==> config.mk <==
export PLATFORM = sky130hd
export DESIGN_NAME = stx_decimal_binary_record_parser
export DESIGN_NICKNAME = d
export VERILOG_FILES = /design/src/design/stx_dbrp_pkg.sv /design/src/design/stx_dbrp_parser.sv /design/src/design/stx_dbrp_result_fifo.sv /design/src/design/stx_decimal_binary_record_parser.sv
export VERILOG_INCLUDE_DIRS = /design/src /design/src/design
export SDC_FILE = /design/constraint.sdc
export NUM_CORES = 1
export LEC_CHECK = 0
export ABC_AREA = 1
export BUFFER_PORTS_ARGS = -buffer_cell sky130_fd_sc_hd__buf_2
export CAP_MARGIN = 10
export CORE_MARGIN = 1.5
export CORE_UTILIZATION = 56
export DETAILED_ROUTE_END_ITERATION = 10
export PLACE_DENSITY = 0.75
export SYNTH_ARGS = -nofsm -noshare
export SYNTH_HDL_FRONTEND = slang
export SYNTH_SLANG_ARGS = --single-unit
==> constraint.sdc <==
create_clock -name aclk -period 3.5 [get_ports aclk]
set_clock_uncertainty 0.05 [all_clocks]
set_input_delay 0.175 -clock aclk [delete_from_list [all_inputs] [get_ports aclk]]
set_output_delay 0.175 -clock aclk [all_outputs]
set_load 0.01 [all_outputs]
==> src/design/stx_decimal_binary_record_parser_macros.svh <==
// Assertion helpers shared by the parser blocks.
`ifndef STX_DECIMAL_BINARY_RECORD_PARSER_MACROS_SVH
`define STX_DECIMAL_BINARY_RECORD_PARSER_MACROS_SVH

// Check a property on every clock outside reset.
`define STX_DBRP_ASSERT(label, prop, msg) \
    label: assert property (@(posedge aclk) disable iff (!aresetn) prop) else $error(msg);

// Check a property on every clock, reset cycles included.
`define STX_DBRP_ASSERT_RST(label, prop, msg) \
    label: assert property (@(posedge aclk) prop) else $error(msg);

`endif

==> src/design/stx_dbrp_pkg.sv <==
package stx_dbrp_pkg;

    localparam int ADDRESS_WIDTH = 32;

    // Result queue; depth must be a power of two so the pointers wrap.
    localparam int FIFO_DEPTH = 4;
    localparam int FIFO_PTR_W = $clog2(FIFO_DEPTH);
    localparam int FIFO_CNT_W = $clog2(FIFO_DEPTH + 1);

    localparam logic [7:0] CHAR_TAB   = 8'h09;
    localparam logic [7:0] CHAR_CR    = 8'h0D;
    localparam logic [7:0] CHAR_SPACE = 8'h20;
    localparam logic [7:0] CHAR_STX   = 8'h02;
    localparam logic [7:0] CHAR_ETX   = 8'h03;
    localparam logic [7:0] CHAR_ZERO  = 8'h30;
    localparam logic [7:0] CHAR_ONE   = 8'h31;
    localparam logic [7:0] CHAR_NINE  = 8'h39;

    typedef enum logic [2:0] {
        ST_RECORD   = 3'd0,
        ST_END      = 3'd1,
        ST_GARBAGE  = 3'd2,
        ST_NO_START = 3'd3,
        ST_NO_DATA  = 3'd4,
        ST_ADDR_EXP = 3'd5,
        ST_DATA_EXP = 3'd6
    } status_t;

    typedef enum logic [2:0] {
        PH_SEEK     = 3'd0,
        PH_GAP      = 3'd1,
        PH_ADDR     = 3'd2,
        PH_PRE_DATA = 3'd3,
        PH_DATA     = 3'd4,
        PH_DONE     = 3'd5,
        PH_STOP     = 3'd6
    } phase_t;

    typedef struct packed {
        logic [7:0] in_char;
        logic       stream_end;
    } in_item_t;

    typedef struct packed {
        status_t     status;
        logic [31:0] record_address;
        logic [7:0]  record_data;
        logic        last_of_run;
    } out_item_t;

    // Results of one parse step: zero, one or two items.
    typedef struct packed {
        logic [1:0] count;
        out_item_t  first;
        out_item_t  second;
    } step_res_t;

endpackage

==> src/design/stx_dbrp_parser.sv <==
`include "stx_decimal_binary_record_parser_macros.svh"

module stx_dbrp_parser (
    input  logic                    aclk,
    input  logic                    aresetn,
    input  logic                    fire,
    input  stx_dbrp_pkg::in_item_t  item,
    output stx_dbrp_pkg::step_res_t res
);
    import stx_dbrp_pkg::*;

    phase_t                   phase_reg, phase_next;
    logic [ADDRESS_WIDTH-1:0] addr_acc_reg, addr_acc_next;
    logic [7:0]               data_acc_reg, data_acc_next;
    logic                     seen_reg, seen_next;
    logic                     warned_reg, warned_next;

    logic [7:0]                ch;
    logic                      eos;
    logic                      ch_space, ch_digit, ch_bit, term;
    logic [ADDRESS_WIDTH-1:0]  digit_val, addr_times_ten;
    logic [ADDRESS_WIDTH+31:0] addr_ext;
    logic [1:0]                cnt;
    out_item_t                 r0, r1;

    assign ch        = item.in_char;
    assign eos       = item.stream_end;
    assign ch_space  = (ch == CHAR_SPACE) || ((ch >= CHAR_TAB) && (ch <= CHAR_CR));
    assign ch_digit  = (ch >= CHAR_ZERO) && (ch <= CHAR_NINE);
    assign ch_bit    = (ch == CHAR_ZERO) || (ch == CHAR_ONE);
    assign term      = eos || (ch == CHAR_ETX);
    assign digit_val = ADDRESS_WIDTH'(ch[3:0]);
    assign addr_times_ten = (addr_acc_reg << 3) + (addr_acc_reg << 1) + digit_val;
    assign addr_ext  = {32'd0, addr_acc_reg};

    always_comb begin
        phase_next    = phase_reg;
        addr_acc_next = addr_acc_reg;
        data_acc_next = data_acc_reg;
        seen_next     = seen_reg;
        warned_next   = warned_reg;
        cnt           = 2'd0;
        r0            = '0;
        r1            = '0;
        case (phase_reg)
            PH_SEEK: begin
                if (eos) begin
                    r0.status  = ST_NO_START;
                    cnt        = 2'd1;
                    phase_next = PH_STOP;
                end else if (ch == CHAR_STX) begin
                    phase_next = PH_GAP;
                end else if (!warned_reg) begin
                    warned_next = 1'b1;
                    r0.status   = ST_GARBAGE;
                    cnt         = 2'd1;
                end
            end
            PH_GAP: begin
                if (term) begin
                    cnt = 2'd1;
                    if (seen_reg) begin
                        r0.status  = ST_END;
                        phase_next = PH_DONE;
                    end else begin
                        r0.status  = ST_NO_DATA;
                        phase_next = PH_STOP;
                    end
                end else if (ch_space) begin
                    phase_next = PH_GAP;
                end else if (ch_digit) begin
                    addr_acc_next = digit_val;
                    phase_next    = PH_ADDR;
                end else begin
                    r0.status  = ST_ADDR_EXP;
                    cnt        = 2'd1;
                    phase_next = PH_STOP;
                end
            end
            PH_ADDR: begin
                if (!eos && ch_digit) begin
                    addr_acc_next = addr_times_ten;
                end else if (!eos && ch_space) begin
                    phase_next = PH_PRE_DATA;
                end else if (!eos && ch_bit) begin
                    data_acc_next = {7'd0, ch[0]};
                    phase_next    = PH_DATA;
                end else begin
                    r0.status  = ST_DATA_EXP;
                    cnt        = 2'd1;
                    phase_next = PH_STOP;
                end
            end
            PH_PRE_DATA: begin
                if (!eos && ch_space) begin
                    phase_next = PH_PRE_DATA;
                end else if (!eos && ch_bit) begin
                    data_acc_next = {7'd0, ch[0]};
                    phase_next    = PH_DATA;
                end else begin
                    r0.status  = ST_DATA_EXP;
                    cnt        = 2'd1;
                    phase_next = PH_STOP;
                end
            end
            PH_DATA: begin
                if (!eos && ch_bit) begin
                    data_acc_next = {data_acc_reg[6:0], ch[0]};
                end else begin
                    // Close the record, then treat the same character as a gap one.
                    r0.status         = ST_RECORD;
                    r0.record_address = addr_ext[31:0];
                    r0.record_data    = data_acc_reg;
                    cnt               = 2'd1;
                    seen_next         = 1'b1;
                    phase_next        = PH_GAP;
                    if (term) begin
                        r1.status  = ST_END;
                        cnt        = 2'd2;
                        phase_next = PH_DONE;
                    end else if (ch_space) begin
                        phase_next = PH_GAP;
                    end else if (ch_digit) begin
                        addr_acc_next = digit_val;
                        phase_next    = PH_ADDR;
                    end else begin
                        r1.status  = ST_ADDR_EXP;
                        cnt        = 2'd2;
                        phase_next = PH_STOP;
                    end
                end
            end
            default: begin
                phase_next = phase_reg;
            end
        endcase
        if (cnt == 2'd1) begin
            r0.last_of_run = 1'b1;
        end
        if (cnt == 2'd2) begin
            r1.last_of_run = 1'b1;
        end
    end

    assign res.count  = cnt;
    assign res.first  = r0;
    assign res.second = r1;

    always_ff @(posedge aclk) begin
        if (!aresetn) begin
            phase_reg    <= PH_SEEK;
            addr_acc_reg <= '0;
            data_acc_reg <= '0;
            seen_reg     <= 1'b0;
            warned_reg   <= 1'b0;
        end else if (fire) begin
            phase_reg    <= phase_next;
            addr_acc_reg <= addr_acc_next;
            data_acc_reg <= data_acc_next;
            seen_reg     <= seen_next;
            warned_reg   <= warned_next;
        end
    end

    `STX_DBRP_ASSERT(a_final_phase_holds, (phase_reg == PH_DONE || phase_reg == PH_STOP) |=> $stable(phase_reg), "parser left a final phase")
    `STX_DBRP_ASSERT(a_pair_starts_record, (res.count == 2'd2) |-> (res.first.status == ST_RECORD), "two results without a leading record")
    `STX_DBRP_ASSERT(a_warn_sticky, warned_reg |=> warned_reg, "garbage warning flag cleared")

endmodule

==> src/design/stx_dbrp_result_fifo.sv <==
`include "stx_decimal_binary_record_parser_macros.svh"

module stx_dbrp_result_fifo (
    input  logic                                  aclk,
    input  logic                                  aresetn,
    input  logic                                  push,
    input  stx_dbrp_pkg::step_res_t               res_in,
    output logic [stx_dbrp_pkg::FIFO_CNT_W-1:0]   free_cnt,
    output logic                                  m_valid,
    input  logic                                  m_ready,
    output stx_dbrp_pkg::out_item_t               m_item
);
    import stx_dbrp_pkg::*;

    out_item_t             mem_reg [FIFO_DEPTH];
    logic [FIFO_PTR_W-1:0] wr_ptr_reg, wr_ptr_next;
    logic [FIFO_PTR_W-1:0] rd_ptr_reg, rd_ptr_next;
    logic [FIFO_CNT_W-1:0] count_reg, count_next;
    logic [1:0]            push_n;
    logic                  pop;

    assign push_n   = push ? res_in.count : 2'd0;
    assign pop      = m_valid && m_ready;
    assign m_valid  = (count_reg != '0);
    assign m_item   = mem_reg[rd_ptr_reg];
    assign free_cnt = FIFO_CNT_W'(FIFO_DEPTH) - count_reg;

    assign wr_ptr_next = wr_ptr_reg + FIFO_PTR_W'(push_n);
    assign rd_ptr_next = rd_ptr_reg + FIFO_PTR_W'(pop);
    assign count_next  = count_reg + FIFO_CNT_W'(push_n) - FIFO_CNT_W'(pop);

    always_ff @(posedge aclk) begin
        if (push_n != 2'd0) begin
            mem_reg[wr_ptr_reg] <= res_in.first;
        end
        if (push_n == 2'd2) begin
            mem_reg[FIFO_PTR_W'(wr_ptr_reg + 1'b1)] <= res_in.second;
        end
    end

    always_ff @(posedge aclk) begin
        if (!aresetn) begin
            wr_ptr_reg <= '0;
            rd_ptr_reg <= '0;
            count_reg  <= '0;
        end else begin
            wr_ptr_reg <= wr_ptr_next;
            rd_ptr_reg <= rd_ptr_next;
            count_reg  <= count_next;
        end
    end

    `STX_DBRP_ASSERT_RST(a_empty_after_reset, !aresetn |=> (count_reg == '0), "queue not empty after reset")
    `STX_DBRP_ASSERT(a_count_bound, count_reg <= FIFO_CNT_W'(FIFO_DEPTH), "queue count beyond depth")
    `STX_DBRP_ASSERT(a_no_overflow, (push_n != 2'd0) |-> (FIFO_CNT_W'(push_n) <= free_cnt), "push into a full queue")
    `STX_DBRP_ASSERT(a_pop_only_drains, (pop && push_n == 2'd0) |=> (count_reg == $past(count_reg) - 1'b1), "pop did not drain one entry")

endmodule

==> src/design/stx_decimal_binary_record_parser.sv <==
// Load-file record parser: takes one character (or an end-of-stream marker) per item
// and returns records (decimal address, binary data byte), an end result, a one-time
// garbage warning or a sticky error. One input item can be accepted every cycle while
// the queue has room; the item is held in an input register, parsed in a single pass
// against the parser state, and its zero, one or two results are written into a
// 4-entry result queue that drives the result channel. Each item passes the input
// register, and its results the result queue, before they reach the result channel. An
// item is taken whenever the queue has room for the results it causes, so the input
// runs at one item per cycle as long as the result channel takes one result per cycle;
// an item that ends a record with an end byte or an error gives two results. After the
// end result or an error the block ignores further input until reset.
module stx_decimal_binary_record_parser (
    input  logic                    aclk,
    input  logic                    aresetn,
    input  logic                    s_valid,
    output logic                    s_ready,
    input  stx_dbrp_pkg::in_item_t  s_item,
    output logic                    m_valid,
    input  logic                    m_ready,
    output stx_dbrp_pkg::out_item_t m_item
);
    import stx_dbrp_pkg::*;

    logic                  s1_valid_reg;
    in_item_t              s1_item_reg;
    step_res_t             step_res;
    logic [FIFO_CNT_W-1:0] free_cnt;
    logic                  fire;

    // Advance the held item once the queue can take all of its results.
    assign fire    = s1_valid_reg && (free_cnt >= FIFO_CNT_W'(step_res.count));
    assign s_ready = !s1_valid_reg || fire;

    always_ff @(posedge aclk) begin
        if (!aresetn) begin
            s1_valid_reg <= 1'b0;
        end else if (s_ready) begin
            s1_valid_reg <= s_valid;
        end
    end

    // Hold the payload while stalled; no reset needed.
    always_ff @(posedge aclk) begin
        if (s_valid && s_ready) begin
            s1_item_reg <= s_item;
        end
    end

    stx_dbrp_parser u_parser (
        .aclk    (aclk),
        .aresetn (aresetn),
        .fire    (fire),
        .item    (s1_item_reg),
        .res     (step_res)
    );

    stx_dbrp_result_fifo u_result_fifo (
        .aclk     (aclk),
        .aresetn  (aresetn),
        .push     (fire),
        .res_in   (step_res),
        .free_cnt (free_cnt),
        .m_valid  (m_valid),
        .m_ready  (m_ready),
        .m_item   (m_item)
    );

endmodule
* After elaboration in Yosys (flattened, before gate mapping) *
Memory sizes are Yosys's and may differ from the RTL's. A register that Yosys moved wholly into a read port is not among the register bits.
Cells that the tools add are included.

operators by class
  reductions and logical operators = 25
  magnitude comparators = 5
  bitwise operators = 3
  multiplexer cells = 61
  $add $sub $neg = 8
  equality and inequality tests = 17

operators by type and width
  kind                                                                                  count
  32-bit two-way mux                                                                    5
  32-bit case mux with 3 select lines                                                   1
  40-bit two-way mux                                                                    2
  3-bit two-way mux                                                                     21
  32-bit adder                                                                          1
  32-bit by 4-bit adder with 32-bit output                                              1
  8-bit two-way mux                                                                     4
  2-bit two-way mux                                                                     15
  3-bit case mux with 5 select lines                                                    2
  8-bit by 6-bit == test with 1-bit output (second input constant)                      3
  8-bit case mux with 3 select lines                                                    1
  8-bit by 2-bit == test with 1-bit output (second input constant)                      2
  4-bit AND reduction                                                                   3
  2-bit case mux with 5 select lines                                                    1
  1-bit two-way mux                                                                     9
  3-bit nonzero test                                                                    3
  8-bit by 4-bit greater-or-equal comparator with 1-bit output (second input constant)  1
  8-bit by 6-bit greater-or-equal comparator with 1-bit output (second input constant)  1
  8-bit by 4-bit less-or-equal comparator with 1-bit output (second input constant)     1
  8-bit by 6-bit less-or-equal comparator with 1-bit output (second input constant)     1
  1-bit logical AND                                                                     8
  3-bit by 2-bit == test with 1-bit output (second input constant)                      2
  5-bit AND reduction                                                                   1
  5-bit nonzero test                                                                    1
  other kinds (20)                                                                      29

storage, ports and cells
  RAM bits = 176
  register bits = 62
  output and inout port bits = 46
  logic and storage cells = 131
  memories = 1
  input bits = 13

memories
  memory                 depth  width  read ports  clocked after memory_dff  wr ports  line                        source
  u_result_fifo.mem_reg  4      44     1           1                         2         stx_dbrp_result_fifo.sv:15  out_item_t mem_reg [FIFO_DEPTH];

* Depth between registers and ports, before layout *
Gate-level depths: netlist of run 1.

  depth in word-level cells = 13
  mapped depth = 25
  gate-level depth less buffers = 24

* Hierarchy *
A second synthesis of run 1 with hierarchy kept.

unflattened totals
  cell total of the unflattened synthesis = 1934
  area total of the unflattened synthesis = 14848.0 µm²

modules (own cells, without submodules)
  module                            cells an instance  instances  area an instance (µm²)  sequential area each (µm²)
  stx_dbrp_result_fifo              981                1          9103.7                  5425.2
  stx_dbrp_parser                   928                1          5347.6                  900.9
  stx_decimal_binary_record_parser  25                 1          396.6                   290.3

* Least setup slack after synthesis of run 1 *
OpenSTA, ideal clock, no wires.

  path kind = register to register
  from = register s1_item_reg[4] (netlist bit)
  to = register u_result_fifo.count_reg[2]
  path slack = 0.085 ns
  period minus slack after synthesis = 3.415 ns
  arrival time = 3.237 ns
  required time = 3.322 ns
  setup time = 0.128 ns
  cell stages (with the launch flop) = 24
  path buffers = 0
  cells stage by stage = edfxtp_1 -> nor2_1 -> inv_2 -> nor2_1 -> nand2_1 -> nand3_1 -> nand2_2 -> nand2_1 -> nand2_1 -> nor2_1 -> inv_1 -> ha_1 -> o21ai_0 -> nand3_1 -> nand2_1 -> nor2_1 -> inv_2 -> nor2_8 -> inv_2 -> ha_1 -> fa_1 -> xor2_1 -> inv_1 -> nor2_1

between the ends
  longest elaborated chain between the ends = 12
  elaborated cells on any way between the ends = 35
  classes of those cells = 2 x add/sub; 5 x order compare; 5 x eq/ne; 14 x mux; 9 x reduce/logical

RTL lines
  element                                                                               line                                           source
  start, declared                                                                       stx_decimal_binary_record_parser.sv:25         in_item_t s1_item_reg;
  start signal, assigned                                                                stx_decimal_binary_record_parser.sv:45         s1_item_reg <= s_item;
  8-bit by 6-bit greater-or-equal comparator with 1-bit output (tied with other cells)  stx_dbrp_parser.sv:29                          assign ch_digit = (ch >= CHAR_ZERO) && (ch <= CHAR_NINE);
  1-bit logical AND (tied with other cells)                                             stx_dbrp_parser.sv:29
  2-bit two-way mux (tied with other cells)                                             stx_dbrp_parser.sv:123                         end else if (ch_digit) begin
  2-bit two-way mux (tied with other cells)                                             stx_dbrp_parser.sv:121                         end else if (ch_space) begin
  2-bit two-way mux, on equally long branches                                           stx_dbrp_parser.sv:117, stx_dbrp_parser.sv:95
  2-bit two-way mux, on equally long branches                                           stx_dbrp_parser.sv:107, stx_dbrp_parser.sv:81
  2-bit case mux with 5 select lines (*)                                                stx_dbrp_parser.sv:45                          case (phase_reg)
  3-bit by 2-bit greater-or-equal comparator with 1-bit output                          stx_decimal_binary_record_parser.sv:31         assign fire = s1_valid_reg && (free_cnt >= FIFO_CNT_W'(step_res.count));
  1-bit logical AND                                                                     stx_decimal_binary_record_parser.sv:31
  2-bit two-way mux (*)                                                                 stx_dbrp_result_fifo.sv:22                     assign push_n = push ? res_in.count : 2'd0;
  3-bit by 2-bit adder with 3-bit output (*)                                            stx_dbrp_result_fifo.sv:30                     assign count_next = count_reg + FIFO_CNT_W'(push_n) - FIFO_CNT_W'(pop);
  3-bit by 1-bit subtractor with 3-bit output (*)                                       stx_dbrp_result_fifo.sv:30
  end signal, assigned                                                                  stx_dbrp_result_fifo.sv:49                     count_reg <= count_next;
  end, declared                                                                         stx_dbrp_result_fifo.sv:18                     logic [FIFO_CNT_W-1:0] count_reg, count_next;

Mark *: on every way between the ends. The rest lies on a longest branch, timed or not.
A chain may end at the register's enable or synchronous reset.

==> results of run 1 <==
-- area by class of cell --
type	instances	area (um2)	share of cell area, %
sequential	238	4976	32.56
clock buffer	39	790.8	5.174
multi-input combinational	1512	7463	48.83
inverter	140	525.5	3.438
clock inverter	10	117.6	0.7695
timing repair buffer	128	1012	6.622
tap	319	399.1	2.611
-- repair_timing --
action,in CTS,in global routing
hold endpoints to repair,21,0
hold buffers,11,0
gates resized for setup,0,23
endpoints found under the setup margin,0,217
-- cell usage in the layout, fill, tap and decap left out, types with 45 or more instances in the layout --
master,netlist,final
buf_4,10,45
a21oi_1,245,245
ha_1,67,67
o21ai_0,125,124
nor2_1,334,326
inv_1,129,128
buf_2,12,58
nand2_1,448,445
dfxtp_1,217,216
nand3_1,171,169
-- power groups by stage --
stage / Combinational (mW) / Clock, mW / Sequential, mW
after detailed placement: 5.03 / 0 / 4.28
after global placement: 4.91 / 0 / 4.26
after floorplan: 3.81 / 0 / 4.17
final: 5.32 / 2.86 / 4.26
after global routing: 5.97 / 3.00 / 4.35
after CTS: 5.06 / 2.89 / 4.24
-- critical path, stage by stage, from the launching register on --
cell and delay, ns:
edfxtp_1 0.45, nor2_2 0.16, inv_2 0.05, nor2_1 0.08, nand2_1 0.10, nand3_2 0.11, nand2_2 0.06, nand2_1 0.06
nand2_1 0.09, nor2_2 0.13, inv_1 0.05, ha_1 0.28, o21ai_2 0.07, nand3_1 0.06, nand2_1 0.09, nor2_2 0.13
inv_2 0.07, nor2_8 0.08, inv_2 0.04, buf_4 0.14, nand2_8 0.25, nand2_4 0.12, buf_4 0.22, nand2_1 0.08
nand2_1 0.06, nor2_1 0.15
-- per-stage QoR --
stage / setup TNS (ns) / hold WS, ns / utilization (%) / setup slack [ns] / cell area, um2
global placement: 0 / 0.3015 / 60.02 / 0.1252 / 14130
finish: 0 / 0.1543 / 64.92 / 0.1653 / 15280
CTS: 0 / 0.1509 / 64.35 / 0.03361 / 15150
global route: -2.587 / 0.2176 / 64.92 / -0.1077 / 15280
floorplan: 0 / 0.2239 / - / 0.08521 / 13490
detailed placement: 0 / 0.3040 / 60.02 / 0.06802 / 14130
-- how the worst min path moves through the flow --
stage,startpoint,to,slack [ns],cells past startpoint
2_1_floorplan,s_item[0],s1_item_reg[0]$_DFFE_PP_,0.22,0
3_3_place_gp,s_item[7],s1_item_reg[7]$_DFFE_PP_,0.30,1
3_5_place_dp,s_item[0],s1_item_reg[0]$_DFFE_PP_,0.30,1
4_1_cts,m_ready,u_result_fifo.rd_ptr_reg[0]$_SDFF_PN0_,0.15,6
5_1_grt,m_ready,u_result_fifo.rd_ptr_reg[0]$_SDFF_PN0_,0.22,6
6_report,m_ready,u_result_fifo.rd_ptr_reg[0]$_SDFF_PN0_,0.15,6
-- cell families after synthesis --
group / count (synthesis)
AO/OA/AOI/OAI: 429
XOR/XNOR: 20
adder cells (fa/ha/maj): 70
buffers and inverters: 259
flip-flops: 238
AND/OR/NAND/NOR: 993
-- metal layers --
metal  part of all wire, %  up-vias  global-route usage [%]  routed length [um]
li1                      -     6672                       -                   -
met1                    46     6197                   43.65               17850
met2                    45      500                   48.41               17210
met3                   7.0       64                   2.874                2688
met4                   2.0        0                   6.275                 756
met5                     0        -                       0                   0
==> impl_metrics.ini, run 1 <==
[worst_setup_path]
end_kind = flip-flop
arrival_ns = 3.75
crit_start = s1_item_reg[3]$_DFFE_PP_
reg2reg_slack_ns = 0.17
cp.required_ns = 3.92
worstReg2RegEnd = u_result_fifo.mem_reg[0][23]$_SDFFE_PP0P_
path_max_fanout = 28
crit_path_end = u_result_fifo.mem_reg[0][23]$_SDFFE_PP0P_
cp-start-kind = flip-flop
rr_worst_depth = 25
r2r_start = s1_item_reg[3]$_DFFE_PP_
criticalPathCategory = reg -> reg

[cts]
postCtsSetupRepairBufs = 0
ctsRootBufferMaster = clkbuf_16
numCtsBuffers = 27
clk_latency_ns = 0.55
ctsLongestPathBuffers = 3
cts_sinks = 238
cts_tree = done
htree_levels = 1
path_clk_slew_ns = 0.06

[layout]
finalNonFillerCells = 2386
syn_to_final_growth_pct = 13.28
final_nets = 2130
n_antenna_cell = 0
largest_reg_flops = 176
drive_gt1_share_pct = 9.966
fillers = 2185

[logic_synthesis]
synth_area_leaders = dfxtp_1, nand2_1, nor2_1, a21oi_1, nand3_1
synth-adder-area-share_pct = 6.658
yosys.area.top_type = dfxtp_1
syn_area_um2 = 13490
synth-seq-cells = 238
synthSimpleGateAreaFrac_pct = 30.09
synth_xor_area_share_pct = 1.298
synth_cell_types = 42
ys_seq_area_share_pct = 36.87
synthTopCellsByCount = nand2_1, nor2_1, a21oi_1
syn_nets = 2092
ys_warn_count = 0
synth_area_per_cell_um2 = 6.716
synth_enable_flop_cells = 21
synth_top_family_by_area = simple AND/OR/NAND/NOR gates
synth_cells = 2009
synth.most_common_cell = nand2_1
synth_compound_area_share_pct = 16.65
synth_mux_area_share_pct = 0
synth_top_area_share_pct = 32.20
async_reset_ff_share_pct = 0
ys.flop_type = dfxtp_1

[floorplanning]
die_area_um2 = 25040
core_area_um2 = 23540
io_pins = 59
die_w_um = 158.2
die_h_um = 158.2
start_util_pct = 57.31
num_rows = 56

[flow_run]
cap_violations = 0

[run_status]
status = completed

[place]
dp.cells = 2324
dp_hpwl_um = 25610
place_congestion = 0.9233
port_buffers = 58

[global_routing]
grt_pass1_vias = 11690
antenna_found_initial = 0
grt-ovfl-total = 0
grt_max_degree = 74
grt_pass1_wl_um = 60480
groute.usage.overall_pct = 30.08

[pwr]
power.share.combinational_pct = 42.8
power.switching_mw = 5.055
seqPwrFrac_pct = 34.2
powerDensity_nw_per_um2 = 814.2
swShare_pct = 40.62
fin_total_pwr_mw = 12.44
ir_drop_uv = 483.0
leakagePower_nw = 7.938
cellInternalPower_mw = 7.389
power.share.clock_pct = 23.0

[sta]
finalMaxSlewViolations = 0
rsz0062_at_grt = yes
finalHoldViolCount = 0
fin_crit_ns = 3.335
period_share_pct = 95.28
tightest_slew_ns = 0.9091
fmax_mhz = 299.9
max-slew-margin-rel_pct = 39.33
setup_viol = 0

[route]
drc_errors = 0
dr.first_iter.drc_count = 1482
num_vias = 13430
vias_per_cell = 5.630
wire_per_inst_um = 16.14
ant_nets = 0
first_pass_iters = 6
totalWireLength_um = 38510

[min_path]
holdCritPathClass = in -> reg
Note: power is estimated with default switching activity, not from simulation.
==> inputs of run 2 (changes only) <==
Settings changed: PLACE_DENSITY 0.75 to 0.76.
==> run 2 against run 1 <==
Global-route usage barely moved. Highest routed layer unchanged. Critical path depth down 2. Design area about the same. Utilization is essentially flat. Sequential power about the same. Register-to-register slack lost 0.04 ns. Total power grew 0.34%. Die area did not move. Critical endpoint is now u_result_fifo.count_reg[2]$_SDFF_PN0_. First-iteration DRC count is 8.6% lower. Cell count rose by 0.21%.
==> impl_metrics.ini, run 2 (synthesis results as in run 1) <==
[worst_setup_path]
cp_common_cell = nand2_1
criticalPathCategory = reg -> reg
path_max_fanout = 6
end_kind = flip-flop
arrival_ns = 3.74
cp-start-kind = flip-flop
path_cells = nand2_1 > nand2_1 > nor2_1 > nand2_1 > nand2_1 > nand2_1 > nand3_2 > nand2_1 > nor2_2 > inv_1 > ha_1 > o21ai_2 > nand3_1 > nand2_2 > nor2_2 > inv_2 > nor2_8 > inv_2 > ha_1 > fa_2 > xor2_1 > inv_1 > nor2_1
slowest_delay_ns = 0.49
critPathSlowestCell = edfxtp_1
cp.required_ns = 3.87

[sta]
fin_crit_ns = 3.370
fin_setup_tns_ns = 0
setup_viol = 0
fmax_mhz = 296.7
tightest_slew_ns = 0.9517
max-slew-margin-rel_pct = 36.55
finalMaxSlewViolations = 0
period_share_pct = 96.28
finalHoldViolCount = 0
rsz0062_at_grt = yes

[global_routing]
grt-ovfl-total = 0
antenna_found_initial = 0
grt_max_degree = 74
groute.usage.overall_pct = 30.13
grt_pass1_wl_um = 60890
grt_pass1_vias = 12090

[floorplanning]
die_w_um = 158.2
io_pins = 59
num_rows = 56
start_util_pct = 57.31
die_area_um2 = 25040
core_area_um2 = 23540
die_h_um = 158.2

[cts]
htree_levels = 1
numCtsBuffers = 27
ctsRootBufferMaster = clkbuf_16
ctsLongestPathBuffers = 3
cts_tree = done
cts_sinks = 238
clk_latency_ns = 0.53
path_clk_slew_ns = 0.06

[flow_run]
cap_violations = 0

[layout]
syn_to_final_growth_pct = 13.35
mostFrequentLayoutCells = nand2_1, nor2_1, a21oi_1, dfxtp_1, nand3_1
final_nets = 2134
final_cell_area_um2 = 15290
n_antenna_cell = 0
drive_gt1_share_pct = 9.990
layout_commonest_cell = nand2_1
finalNonFillerCells = 2391
largest_reg_flops = 176

[place]
port_buffers = 58
place_congestion = 1.015
dpl_cell_area_um2 = 14110
dp.cells = 2320
dp_hpwl_um = 25320

[route]
wire_per_inst_um = 16.04
ant_nets = 0
totalWireLength_um = 38350
first_pass_iters = 6
num_vias = 13490
drc_errors = 0
vias_per_cell = 5.643
dr.first_iter.drc_count = 1355

[pwr]
leakagePower_nw = 7.914
powerDensity_nw_per_um2 = 816.4
ir_drop_uv = 415.1

[run_status]
status = completed

[min_path]
holdCritPathClass = in -> reg
==> run 2: changes by cell type in the layout (fill, tap and decap cells not counted), sizes merged <==
cell / change
inv: -1
clkinvlp: -1
clkbuf: -2
buf: +3
clkinv: +6
==> run 2: path summary, 6_finish.rpt <==
path                                                                to  cells past startpoint  slack [ns]                                  start
worst max-delay path             u_result_fifo.count_reg[2]$_SDFF_PN0_                     23        0.13               s1_item_reg[2]$_DFFE_PP_
worst min-delay path            u_result_fifo.rd_ptr_reg[0]$_SDFF_PN0_                      6        0.19                                m_ready
worst max register to register   u_result_fifo.count_reg[2]$_SDFF_PN0_                     23        0.13               s1_item_reg[2]$_DFFE_PP_
worst min register to register   u_parser.data_acc_reg[7]$_SDFFE_PN0P_                      2        0.42  u_parser.data_acc_reg[7]$_SDFFE_PN0P_
==> run 2: report_power, final <==
part	switching [mW]	internal (mW)
registers	0.474	3.78
clock network	1.15	1.63
logic	3.45	2.00
total	5.08	7.41
==> run 2: final cells by class <==
class | count | area (um2)
clock buffer | 36 | 739.5
clock inverter | 14 | 132.6
fill | 2119 | 8248
inverter | 140 | 525.5
multi-input combinational | 1512 | 7453
sequential | 238 | 4976
tap | 319 | 399.1
timing repair buffer | 132 | 1069
==> run 2: layer usage <==
metal / vias to the layer above / global-route usage, % / share of wire, % / wire length (um)
li1: 6686 / - / - / -
met1: 6240 / 42.84 / 46 / 17610
met2: 506 / 48.68 / 44 / 17060
met3: 60 / 3.860 / 7.7 / 2935
met4: 0 / 6.720 / 2.0 / 748
met5: - / 0 / 0 / 0
==> run 2: stage by stage <==
| step | worst slack [ns] | hold slack [ns] | power, mW | util (%) |
|---|---|---|---|---|
| floorplan | 0.08521 | 0.2239 | 7.976 | - |
| global placement | 0.1321 | 0.3010 | 9.215 | 59.95 |
| detailed placement | -0.07970 | 0.3031 | 9.371 | 59.95 |
| CTS | 0.02062 | 0.1744 | 12.20 | 64.21 |
| global route | -0.07909 | 0.1982 | 13.41 | 64.97 |
| finish | 0.1301 | 0.1899 | 12.49 | 64.97 |
==> run 2: critical path, delay by kind of cell (launching register included) <==
kind / cells / cell delay (ns)
buf+inv: 4 / 0.22
fa+ha+maj: 3 / 0.98
flops: 1 / 0.49
simple gates: 14 / 1.28
compound gates: 1 / 0.07
xor+xnor: 1 / 0.16
==> run 2: repair_timing <==
item | 4_1_cts | 5_1_grt
cloned | 0 | 3
hold buffers | 11 | 0
setup buffers | 2 | 5
pin swaps | 0 | 2
resized for setup | 3 | 18
endpoints found under the hold margin | 21 | 0
setup endpoints to repair | 14 | 183
==> inputs of run 3 (changes only) <==
Settings changed: CORE_MARGIN 1.5 to 2.
==> run 3 against run 2 <==
Combinational power is 4.4% lower. Fmax is 0.29% lower. Die area is 1.3% higher. First-iteration DRC count is 2.1% lower. Sequential share of layout area is 0.18 points higher. Count of clock-buffer cells in the layout is 5 higher. Global-route usage is 1.2 points lower. Design area is 0.56% lower. Total power is 2.4% lower. Critical endpoint is now u_result_fifo.mem_reg[3][0]$_DFFE_PP_. Largest cell class unchanged.
==> impl_metrics.ini, run 3 (synthesis results as in run 1) <==
[global_routing]
groute.usage.overall_pct = 28.96
grt_max_degree = 80
grt_pass1_vias = 12300
grt_pass1_wl_um = 61440
antenna_found_initial = 0
grt-ovfl-total = 0

[floorplanning]
die_area_um2 = 25350
num_rows = 56
start_util_pct = 57.31
io_pins = 59
die_h_um = 159.2
die_w_um = 159.2
core_area_um2 = 23540

[route]
vias_per_cell = 5.610
ant_nets = 0
num_vias = 13370
wire_per_inst_um = 15.91
first_pass_iters = 5
totalWireLength_um = 37940
dr.first_iter.drc_count = 1327
drc_errors = 0

[sta]
rsz0062_at_grt = yes
max-slew-margin-rel_pct = 39.36
finalHoldViolCount = 0
tightest_slew_ns = 0.9087
finalMaxSlewViolations = 0
setup_viol = 0
period_share_pct = 96.56
fin_crit_ns = 3.380
finalWorstSetupSlack_ns = 0.1205
fmax_mhz = 295.9
fin_setup_tns_ns = 0

[layout]
final_nets = 2128
mostFrequentLayoutCells = nand2_1, nor2_1, a21oi_1, dfxtp_1, nand3_1
largest_reg_flops = 176
drive_gt1_share_pct = 10.07
n_antenna_cell = 0
seq_area_um2 = 4976
multi_input_area_um2 = 7475
layout_commonest_cell = nand2_1
final_cell_area_um2 = 15210
fillers = 2168
syn_to_final_growth_pct = 12.71

[cts]
clk_latency_ns = 0.54
numCtsBuffers = 26
cts_sinks = 238
htree_levels = 1
path_clk_slew_ns = 0.06
ctsLongestPathBuffers = 3
cts_tree = done
ctsRootBufferMaster = clkbuf_16

[worst_setup_path]
path_cells = nor2_2 > inv_2 > nor2_2 > nand3_1 > a22oi_2 > nand2_1 > nor2_2 > inv_1 > ha_1 > o21ai_1 > nand3_1 > nand2_2 > nor2_2 > inv_2 > nor2_8 > inv_2 > buf_4 > nand2_8 > nand2_2 > nand2_1
critPathTopFamily = simple AND/OR/NAND/NOR gates
arrival_ns = 3.57
crit_start = s1_item_reg[3]$_DFFE_PP_
worstReg2RegEnd = u_result_fifo.mem_reg[3][0]$_DFFE_PP_
r2r_start = s1_item_reg[3]$_DFFE_PP_
cp-start-kind = flip-flop
cp.required_ns = 3.69
rr_worst_depth = 20
reg2reg_slack_ns = 0.12
cp_common_cell = nor2_2
crit_cells = 20
path_max_fanout = 16
slowest_delay_ns = 0.44
crit_path_end = u_result_fifo.mem_reg[3][0]$_DFFE_PP_
crit_buf_inv = 5
critPathSlowestCell = edfxtp_1
criticalPathCategory = reg -> reg
end_kind = flip-flop

[min_path]
min_path_cells = 6
holdCritPathClass = in -> reg

[place]
dp_hpwl_um = 24970
place_ws_ns = -0.02895
place_congestion = 0.9978
dpl_cell_area_um2 = 14130
port_buffers = 58

[pwr]
leakagePower_nw = 7.872
powerDensity_nw_per_um2 = 801.4
ir_drop_uv = 425.5

[flow_run]
cap_violations = 0

[run_status]
status = completed
[run 3: cell count changes in the layout (fill, tap and decap cells not counted), moves of 2 or more]
| cell | delta |
|---|---|
| buf_12 | +4 |
| bufinv_16 | -2 |
| nand2_1 | -3 |
| buf_16 | -3 |
| clkinv_1 | -5 |
| buf_4 | -3 |
| nand2_2 | +3 |
| clkbuf_16 | -3 |
| clkbuf_8 | +5 |
[run 3: report_power, final]
part | switching (mW) | internal (mW)
registers | 0.473 | 3.78
logic | 3.36 | 1.84
clock network | 1.15 | 1.59
total | 4.98 | 7.21
[run 3: worst min path at each step]
stage | endpoint | slack (ns) | from
global placement | s1_item_reg[7]$_DFFE_PP_ | 0.30 | s_item[7]
CTS | u_result_fifo.rd_ptr_reg[0]$_SDFF_PN0_ | 0.15 | m_ready
detailed placement | s1_item_reg[2]$_DFFE_PP_ | 0.30 | s_item[2]
finish | u_result_fifo.rd_ptr_reg[0]$_SDFF_PN0_ | 0.18 | m_ready
global route | u_result_fifo.rd_ptr_reg[0]$_SDFF_PN0_ | 0.21 | m_ready
floorplan | s1_item_reg[0]$_DFFE_PP_ | 0.22 | s_item[0]
[run 3: worst register-to-register path, cell delays in order, from the launching register on]
cell	delay (ns)
edfxtp_1	0.44
nor2_2	0.17
inv_2	0.06
nor2_2	0.14
nand3_1	0.14
a22oi_2	0.15
nand2_1	0.10
nor2_2	0.12
inv_1	0.05
ha_1	0.27
o21ai_1	0.09
nand3_1	0.10
nand2_2	0.09
nor2_2	0.12
inv_2	0.07
nor2_8	0.13
inv_2	0.06
buf_4	0.15
nand2_8	0.16
nand2_2	0.23
nand2_1	0.22
[run 3: timing repair]
| action | in CTS | in global routing |
|---|---|---|
| resized for setup | 2 | 20 |
| endpoints found under the hold margin | 21 | 0 |
| hold buffers | 11 | 0 |
| setup buffers | 0 | 4 |
| setup endpoints to repair | 2 | 210 |
| pin swaps | 0 | 7 |
[run 3: final cells by class]
class	instances	share of cell area [%]
clock inverter	7	0.3455
tap	319	2.624
clock buffer	41	5.315
multi-input combinational	1512	49.15
timing repair buffer	127	6.392
inverter	140	3.455
sequential	238	32.72
[run 3: per-stage QoR]
| stage | hold WS [ns] | cells | util [%] | total power, mW |
|---|---|---|---|---|
| detailed placement | 0.3031 | 2321 | 60.03 | 9.326 |
| global placement | 0.3019 | 2321 | 60.03 | 9.187 |
| floorplan | 0.2239 | 2009 | - | 7.976 |
| CTS | 0.1532 | 2380 | 64.18 | 12.09 |
| finish | 0.1817 | 2384 | 64.60 | 12.19 |
| global route | 0.2090 | 2384 | 64.60 | 13.04 |
[run 3: metal layers]
metal	share of wire [%]	global-route usage [%]	up-vias
met4	2.4	7.934	0
met2	44	46.50	495
met5	0	0	-
li1	-	-	6682
met3	7.8	3.751	63
met1	46	41.13	6134
